[config.mk]
export PLATFORM = sky130hd
export DESIGN_NAME = bjct_ctrl
export DESIGN_NICKNAME = d
export VERILOG_FILES = /design/src/bjct_pkg.sv /design/src/bjct_ctrl.sv
export SDC_FILE = /design/constraint.sdc
export NUM_CORES = 1
export LEC_CHECK = 0
export ABC_AREA = 1
export BUFFER_PORTS_ARGS = -buffer_cell sky130_fd_sc_hd__buf_2
export CAP_MARGIN = 20
export CORE_AREA = 2 2 39 41
export DETAILED_ROUTE_END_ITERATION = 16
export DIE_AREA = 0 0 41 43
export GPL_ROUTABILITY_DRIVEN = 0
export PLACE_DENSITY = 0.68
export SLEW_MARGIN = 20
export SYNTH_ARGS = -nofsm -noshare
export SYNTH_HDL_FRONTEND = slang
export SYNTH_SLANG_ARGS = --single-unit
[constraint.sdc]
create_clock -name clk -period 2 [get_ports clk]
set_clock_uncertainty 0.2 [all_clocks]
set_input_delay 0.4 -clock clk [delete_from_list [all_inputs] [get_ports clk]]
set_output_delay 0.4 -clock clk [all_outputs]
set_load 0.02 [all_outputs]
[src/bjct_pkg.sv]
// Shared constants, codes and controller/datapath types for the block jump count table.
// No dependencies; every other file in this block depends on this package.
package bjct_pkg;

    localparam int MAX_POSITIONS = 1024;
    localparam int POS_W   = $clog2(MAX_POSITIONS);
    localparam int CFG_W   = 11;
    localparam int JUMP_W  = 11;
    localparam int TGT_W   = 12;
    localparam int CNT_W   = 11;
    localparam int SUM_W   = CNT_W + 1;
    localparam int DIV_STEPS = POS_W;
    localparam int DIV_CNT_W = $clog2(DIV_STEPS);

    localparam logic [CNT_W-1:0] COUNT_MAX = {CNT_W{1'b1}};
    localparam logic [CFG_W-1:0] MAX_POS_VAL = CFG_W'(MAX_POSITIONS);
    localparam logic [CFG_W-1:0] POS_COUNT_RESET = CFG_W'(1024);
    localparam logic [CFG_W-1:0] BLOCK_SIZE_RESET = CFG_W'(32);

    typedef logic [0:0] cfg_idx_t;

    localparam cfg_idx_t REG_POSITION_COUNT = 1'b0;
    localparam cfg_idx_t REG_BLOCK_SIZE     = 1'b1;

    typedef enum logic [0:0] {
        OP_QUERY  = 1'b0,
        OP_UPDATE = 1'b1
    } opcode_t;

    typedef struct packed {
        logic accept;
        logic div_step;
        logic u_setup;
        logic u_read_t;
        logic u_write;
        logic q_start;
        logic q_walk;
        logic load_result;
    } bjct_cmd_t;

    typedef struct packed {
        logic q_in_range;
        logic walk_more;
        logic block_done;
    } bjct_status_t;

endpackage

[src/bjct_ctrl.sv]
// Controller state machine for the block jump count table.
// Depends on bjct_pkg; drives commands to bjct_datapath and reads its status.
module bjct_ctrl (
    input  logic                   clk,
    input  logic                   rst_n,
    input  logic                   req_valid,
    input  bjct_pkg::opcode_t      req_opcode,
    output logic                   req_ready,
    input  logic                   rsp_ready,
    output logic                   rsp_valid,
    input  bjct_pkg::bjct_status_t status,
    output bjct_pkg::bjct_cmd_t    cmd
);
    import bjct_pkg::*;

    typedef enum logic [2:0] {
        S_IDLE,
        S_DIV,
        S_U_SETUP,
        S_U_READT,
        S_U_WRITE,
        S_Q_START,
        S_Q_WALK,
        S_Q_DONE
    } state_t;

    localparam logic [DIV_CNT_W-1:0] DIV_LAST = DIV_CNT_W'(DIV_STEPS - 1);

    state_t               state_reg, state_next;
    logic [DIV_CNT_W-1:0] div_cnt_reg, div_cnt_next;
    logic                 rsp_valid_reg, rsp_valid_next;

    always_comb
    begin
        state_next     = state_reg;
        div_cnt_next   = div_cnt_reg;
        rsp_valid_next = rsp_valid_reg;
        req_ready      = 1'b0;
        cmd            = '0;
        if (rsp_valid_reg && rsp_ready)
        begin
            rsp_valid_next = 1'b0;
        end
        case (state_reg)
            S_IDLE:
            begin
                req_ready = 1'b1;
                if (req_valid)
                begin
                    cmd.accept   = 1'b1;
                    div_cnt_next = '0;
                    state_next   = (req_opcode == OP_UPDATE) ? S_DIV : S_Q_START;
                end
            end
            S_DIV:
            begin
                cmd.div_step = 1'b1;
                if (div_cnt_reg == DIV_LAST)
                begin
                    state_next = S_U_SETUP;
                end
                else
                begin
                    div_cnt_next = div_cnt_reg + 1'b1;
                end
            end
            S_U_SETUP:
            begin
                cmd.u_setup = 1'b1;
                state_next  = S_U_READT;
            end
            S_U_READT:
            begin
                cmd.u_read_t = 1'b1;
                state_next   = S_U_WRITE;
            end
            S_U_WRITE:
            begin
                cmd.u_write = 1'b1;
                state_next  = status.block_done ? S_IDLE : S_U_READT;
            end
            S_Q_START:
            begin
                cmd.q_start = 1'b1;
                state_next  = status.q_in_range ? S_Q_WALK : S_Q_DONE;
            end
            S_Q_WALK:
            begin
                cmd.q_walk = 1'b1;
                if (!status.walk_more)
                begin
                    state_next = S_Q_DONE;
                end
            end
            S_Q_DONE:
            begin
                if (!rsp_valid_reg || rsp_ready)
                begin
                    cmd.load_result = 1'b1;
                    rsp_valid_next  = 1'b1;
                    state_next      = S_IDLE;
                end
            end
            default:
            begin
                state_next = S_IDLE;
            end
        endcase
    end

    always_ff @(posedge clk or negedge rst_n)
    begin
        if (!rst_n)
        begin
            state_reg     <= S_IDLE;
            div_cnt_reg   <= '0;
            rsp_valid_reg <= 1'b0;
        end
        else
        begin
            state_reg     <= state_next;
            div_cnt_reg   <= div_cnt_next;
            rsp_valid_reg <= rsp_valid_next;
        end
    end

    assign rsp_valid = rsp_valid_reg;

endmodule

==> run summary, run 1 <==
Status = finished clean
Critical-path cell list = inv_2 > buf_4 > nand2_2 > nor2_4 > buf_2
Util after Layout = 0.540
Worst Setup Start Kind = flip-flop
Max-slew violation count = 0
Least-Margin Pin Slew = 0.237 ns
Hold Crit Class = in -> reg
CTS Sinks = 8
Pwr dens = 1460 nW/µm²
Die area = 1760 µm²
Final wirelength = 1230 µm
Share of cells above drive strength 1 = 0.339
Synth warn = 0
Setup Crit Path Kind = reg -> out
Data required, critical path = 1.40 ns
I/O pin count = 18
Final critical-path required period = 1.90 ns
Final period utilization = 0.951
Cell row count = 14
R2R Path Start = div_cnt_reg[1]$_DFFE_PN0P_
Final hold violations = 0
IO buf count = 17
Rel. slew slack = 0.842
Dpl hpwl = 976 µm
Residual DRC count = 0
Fin cells = 125
Final setup viols = 0
Reg clk slew, reported paths = 0.05 ns
RSZ-0062 raised after global routing = no
Avg WL per Cell = 9.80 µm
Setup TNS = 0 ns
Worst r2r path cells = 7
Die width = 41 µm
Via count = 580
Fin nets = 121
N_diodes = 0
Crit end category = output pin
P&R area growth vs syn = 21.6%
Multi-input logic area = 332 µm²
FF/Latch Area = 203 µm²
Reg2Reg Setup Slack = 0.48 ns
GRT Overall Usage = 0.163
Peak supply drop = 0.684 mV
Synth cell types = 20
Total of max-cap violations = 0
Hold Crit Start = rsp_ready
Syn Inst Count = 88
Clock Tree Root = clkbuf_4
Arrival @ worst endpoint = 1.30 ns
CTS H-tree depth = 1
Worst hold path depth = 4
Synth Cell Area = 614 µm²
Synthesized area per cell = 6.98 µm²
CTS tree = built
Max Root-Sink Buffers = 2
Pre-CTS setup slack = 0.286 ns
#FFs+latches synth = 8
Vias in the first global route = 506
First-pass GRT wire length = 1980 µm
Post-synthesis sequential area ratio = 0.326
Crit path largest cell delay = 0.43 ns
First DRT Iteration DRCs = 20
R2R Path End = state_reg[2]$_DFFE_PN0P_
GRT overflow = 0
Clock buffer count from CTS = 3
Total leakage power = 0.429 nW
Vias per inst = 4.64
Worst setup margin = 0.0975 ns
Post-synth net total = 98
Initial antenna violation count = 0
Placed cell count = 119
Max reg flops = 4
Max frequency = 0.526 GHz
CORE AREA = 1380 µm²
Worst skew pair latency = 0.25 ns
CP max stage cell = dfrtp_1
Final ANT Viol Nets = 0
Max Fanout on Critical Path = 5
Initial Utilization = 0.444
Hold EP = rsp_valid$_DFF_PN0_
Largest net degree at the start of global routing = 12
Die Ht = 43 µm
Fillers = 144
Drt pass-1 iters = 4
[cells in the mapped netlist, drive strengths merged]
| cell | instances | area [µm²] |
|---|---|---|
| a21oi | 2 | 13.8 |
| buf | 2 | 22.5 |
| dfrtp | 8 | 200 |
| ha | 2 | 25.0 |
| inv | 16 | 60.1 |
| nand2 | 25 | 114 |
| nand3 | 9 | 45.0 |
| nand3b | 1 | 7.51 |
| nand4 | 2 | 12.5 |
| nor2 | 12 | 62.6 |
| nor3 | 2 | 10.0 |
| o21ai | 6 | 30.0 |
| o21bai | 1 | 11.3 |
[cells in the final DEF (no fill, tap or decap)]
master and count:
nand4_1 2, inv_1 14, nand2_1 19, ha_1 2
nor2_2 1, a21oi_1 1, buf_4 2, nor2_4 2
nand2_2 5, dlygate4sd3_1 1, o21bai_2 1, dfrtp_1 6
nand3b_1 1, clkbuf_4 3, nor2_1 9, dfrtp_2 2
inv_2 2, a21oi_2 1, nand3_1 9, nor3_1 2
o21ai_0 3, o21ai_1 3, buf_2 17, nand2_4 1
[worst max path at each step]
stage | start | cells past startpoint | end
4_1_cts | state_reg[2]$_DFFE_PN0P_ | 3 | cmd[0]
6_report | state_reg[1]$_DFFE_PN0P_ | 5 | cmd[6]
3_3_place_gp | state_reg[2]$_DFFE_PN0P_ | 3 | cmd[0]
3_5_place_dp | state_reg[2]$_DFFE_PN0P_ | 3 | cmd[0]
5_1_grt | state_reg[0]$_DFFE_PN0P_ | 6 | cmd[7]
2_1_floorplan | state_reg[2]$_DFFE_PN0P_ | 3 | cmd[1]
[cell families (layout without fill, tap and decap cells)]
logic type	count (synthesis)	after routing	synth area share
AND/OR/NAND/NOR	51	51	0.409
buffers and inverters	18	39	0.134
AO/OA/AOI/OAI	9	9	0.0896
flip-flops	8	8	0.326
adder cells (fa/ha/maj)	2	2	0.0407
[layer usage]
layer / vias up / GRT usage / wire length (µm)
li1: 315 / - / -
met1: 248 / 0.208 / 555
met2: 17 / 0.259 / 608
met3: 0 / 0.0314 / 61
met4: 0 / 0.0600 / 0
met5: - / 0 / 0
[through the flow]
stage | power (W) | area [µm²] | hold slack, ns
6_report | 0.00109 | 747 | 0.244
5_1_grt | 0.00119 | 747 | 0.271
4_1_cts | 0.00106 | 729 | 0.242
3_5_place_dp | 0.000934 | 697 | 0.0575
3_3_place_gp | 0.000934 | 697 | 0.0517
2_1_floorplan | 0.000821 | 614 | -0.0956
[final cells by class]
type | count | area share
multi-input cells | 62 | 0.444
flip-flops and latches | 8 | 0.271
well taps | 16 | 0.0268
repair buffers | 20 | 0.147
inverters | 16 | 0.0804
clock buffers | 3 | 0.0302
[worst max-delay path, delay by kind of cell, from the launching register on]
kind          cells  cell delay, ns
flops             1            0.43
buf+inv           3            0.43
simple gates      2            0.19
[where the power goes]
part	leakage, nW	switching [W]	internal [W]	total [W]
Clock	0.0138	0.0000510	0.0000684	0.000119
Sequential	0.101	0.000101	0.000223	0.000324
Combinational	0.313	0.000410	0.000239	0.000649
[repair_timing]
item / CTS / global route
endpoints found under the setup margin: 0 / 3
buffers inserted: 0 / 2
hold buffers: 1 / 0
resized for setup: 0 / 2
endpoints found under the hold margin: 8 / 0
No activity file was read; power rests on OpenSTA's default activity.
==> run 2, diff against run 1 <==
- ABC_AREA: 1 -> not set
- CAP_MARGIN: 20 -> not set
- PLACE_DENSITY: 0.68 -> 0.63
==> run 2 against run 1 <==
Effect of this change:
- first-iteration DRC count fell by 55%
- worst hold slack improved by 0.020 ns
- die area did not move
- count of clock-buffer cells in the layout did not move
- power rose by 6.0%
- critical path depth fell by 1
==> run summary, run 2 <==
Number of synthesized flops with an enable pin = 0 (unchanged)
Least-Margin Pin Slew = 0.306 ns (was 0.237 ns)
First-pass GRT wire length = 1610 µm (was 1980 µm)
Synth Cell Area = 552 µm² (was 614 µm²)
GRT overflow = 0 (unchanged)
Total leakage power = 0.367 nW (was 0.429 nW)
Cell row count = 14 (unchanged)
Max reg flops = 4 (unchanged)
RSZ-0062 raised after global routing = yes (was no)
Post-synth top flop = dfrtp_1 (unchanged)
Crit end category = output pin (unchanged)
Final critical-path required period = 1.92 ns (was 1.90 ns)
Most frequent cell after synthesis = dfrtp_1 (was nand2_1)
Synth warn = 0 (unchanged)
Die area = 1760 µm² (unchanged)
Post-synthesis sequential area ratio = 0.363 (was 0.326)
Fillers = 138 (was 144)
CP max stage cell = dfrtp_2 (was dfrtp_1)
Share of cells above drive strength 1 = 0.422 (was 0.339)
Rel. slew slack = 0.796 (was 0.842)
Crit path largest cell delay = 0.49 ns (was 0.43 ns)
Clock Tree Root = clkbuf_4 (unchanged)
Kind of cell adding the most delay to the critical path = flip-flops (unchanged)
Die width = 41 µm (unchanged)
Async set or reset register ratio after synthesis = 1.00 (unchanged)
Reg clk slew, reported paths = 0.05 ns (about the same)
Pre-CTS setup slack = 0.153 ns (was 0.286 ns)
Peak supply drop = 0.709 mV (was 0.684 mV)
CTS H-tree depth = 1 (unchanged)
Initial antenna violation count = 0 (unchanged)
Die Ht = 43 µm (unchanged)
Yosys top cell area share = 0.363 (was 0.326)
Data required, critical path = 1.40 ns (about the same)
Post-synth top area cell = dfrtp_1 (unchanged)
CTS tree = built (unchanged)
Pwr dens = 1610 nW/µm² (was 1460 nW/µm²)
Final wirelength = 1120 µm (was 1230 µm)
Residual DRC count = 0 (unchanged)
Synth area leaders = dfrtp_1 (36%), and3_1 (4.5%), ha_1 (4.5%) (was dfrtp_1 (33%), nand2_1 (12%), inv_1 (8.6%))
Reg2Reg Setup Slack = 0.20 ns (was 0.48 ns)
Avg WL per Cell = 11.3 µm (was 9.80 µm)
Worst setup margin = 0.0759 ns (was 0.0975 ns)
Worst Setup Start Kind = flip-flop (unchanged)
Setup Crit Path Kind = reg -> out (unchanged)
Clock buffer count from CTS = 3 (unchanged)
Status = finished clean (unchanged)
Max Fanout on Critical Path = 10 (was 5)
Drt pass-1 iters = 3 (was 4)
Fin nets = 95 (was 121)
Worst skew pair latency = 0.25 ns (about the same)
IO buf count = 17 (unchanged)
P&R area growth vs syn = 30.4% (was 21.6%)
Via count = 502 (was 580)
CORE AREA = 1380 µm² (unchanged)
Final hold violations = 0 (unchanged)
Synthesized area per cell = 9.05 µm² (was 6.98 µm²)
Syn Inst Count = 61 (was 88)
N_diodes = 0 (unchanged)
Critical-path cell list = nor3_4 > nand2_2 > inv_1 > buf_2 (was inv_2 > buf_4 > nand2_2 > nor2_4 > buf_2)
Vias in the first global route = 365 (was 506)
Post-synth top cells = dfrtp_1 (8), inv_1 (5), and3_1 (4), nor2_1 (4), o21ai_0 (4) (was nand2_1 (19), inv_1 (14), nand3_1 (9), nor2_1 (9), dfrtp_1 (8))
Max-slew violation count = 0 (unchanged)
Hold Crit Class = in -> reg (unchanged)
Max Root-Sink Buffers = 2 (unchanged)
Max frequency = 0.520 GHz (was 0.526 GHz)
Vias per inst = 5.07 (was 4.64)
CP Buf/Inv Count = 2 (was 3)
Total of max-cap violations = 0 (unchanged)
Final period utilization = 0.962 (was 0.951)
I/O pin count = 18 (unchanged)
#FFs+latches synth = 8 (unchanged)
Largest net degree at the start of global routing = 17 (was 12)
First DRT Iteration DRCs = 9 (was 20)
Final setup viols = 0 (unchanged)
Setup TNS = 0 ns (unchanged)
Synth cell types = 30 (was 20)
GRT Overall Usage = 0.140 (was 0.163)
Arrival @ worst endpoint = 1.32 ns (was 1.30 ns)
Most common cell after layout, fill and taps aside = buf_2 (was nand2_1)
Leading cell types in the layout, fill and taps excluded = buf_2 (17), inv_1 (5), dfrtp_1 (5) (was nand2_1 (19), buf_2 (17), inv_1 (14))
Post-synth net total = 71 (was 98)
CTS Sinks = 8 (unchanged)
Initial Utilization = 0.399 (was 0.444)
Final ANT Viol Nets = 0 (unchanged)
-- run 2: changes by cell type after synthesis, sizes merged, moves of 2 or more --
cell / before / now
o21ai: 6 / 4
inv: 16 / 5
nor2b: 0 / 2
and3: 0 / 4
nand3: 9 / 3
nand2b: 0 / 2
nor2: 12 / 4
a21oi: 2 / 4
nand2: 25 / 3
or3: 0 / 2
-- run 2: tightest hold or removal path: cells and delay by family --
family	cells	cell delay, ns
buf+inv	1	0.07
simple gates	2	0.20
-- run 2: cell type report --
type / instances / area [µm²] / share of cell area
multi-input cells: 45 / 329 / 0.457
inverters: 5 / 18.8 / 0.0261
well taps: 16 / 20.0 / 0.0278
repair buffers: 22 / 125 / 0.174
clock buffers: 3 / 22.5 / 0.0313
flip-flops and latches: 8 / 204 / 0.283
-- run 2: cells by family (layout without fill, tap and decap cells) --
kind of cell             after synthesis  count (layout)  synth area share
AO/OA/AOI/OAI                         12              12             0.143
XOR/XNOR                               2               2            0.0318
adder cells (fa/ha/maj)                2               2            0.0453
buffers and inverters                  8              30            0.0658
flip-flops                             8               8             0.363
multiplexers                           2               2            0.0453
AND/OR/NAND/NOR                       27              27             0.306
-- run 2: through the flow --
step / power (W) / utilization / std cells / hold WS [ns] / instance area [µm²]
6_report: 0.00116 / 0.520 / 99 / 0.263 / 719
5_1_grt: 0.00125 / 0.520 / 99 / 0.265 / 719
2_1_floorplan: 0.000839 / - / 61 / -0.0956 / 557
3_5_place_dp: 0.000967 / 0.466 / 91 / 0.0567 / 644
4_1_cts: 0.00110 / 0.492 / 95 / 0.262 / 681
3_3_place_gp: 0.000961 / 0.466 / 91 / 0.0526 / 644
-- run 2: final timing paths --
check | startpoint | endpoint | depth (start not counted)
worst max-delay path | state_reg[2]$_DFFE_PN0P_ | cmd[7] | 4
worst min-delay path | rsp_ready | rsp_valid$_DFF_PN0_ | 3
max in group asynchronous | rst_n | state_reg[0]$_DFFE_PN0P_ | 2
worst min register to register | div_cnt_reg[3]$_DFFE_PN0P_ | div_cnt_reg[3]$_DFFE_PN0P_ | 2
min in group asynchronous | rst_n | div_cnt_reg[1]$_DFFE_PN0P_ | 2
worst max register to register | state_reg[0]$_DFFE_PN0P_ | state_reg[2]$_DFFE_PN0P_ | 5
-- run 2: report_power, final --
part | internal [W] | total (W) | switching [W] | leakage, nW
Clock | 0.0000685 | 0.000120 | 0.0000519 | 0.0138
Combinational | 0.000306 | 0.000624 | 0.000318 | 0.255
Sequential | 0.000248 | 0.000414 | 0.000166 | 0.0976
-- run 2: metal layers --
metal	global-route usage	routed length, µm	vias up	part of all wire
met5	0	0	-	0
met4	0.100	19	0	0.017
met3	0.0471	66	2	0.059
met2	0.188	497	17	0.45
met1	0.180	533	222	0.48
li1	-	-	261	-
-- run 2: timing repair --
item / in CTS / in global routing
buffers inserted: 0 / 4
gates resized for setup: 3 / 2
setup endpoints to repair: 2 / 2
endpoints found under the hold margin: 8 / 0
cloned: 0 / 0
hold buffers: 1 / 0
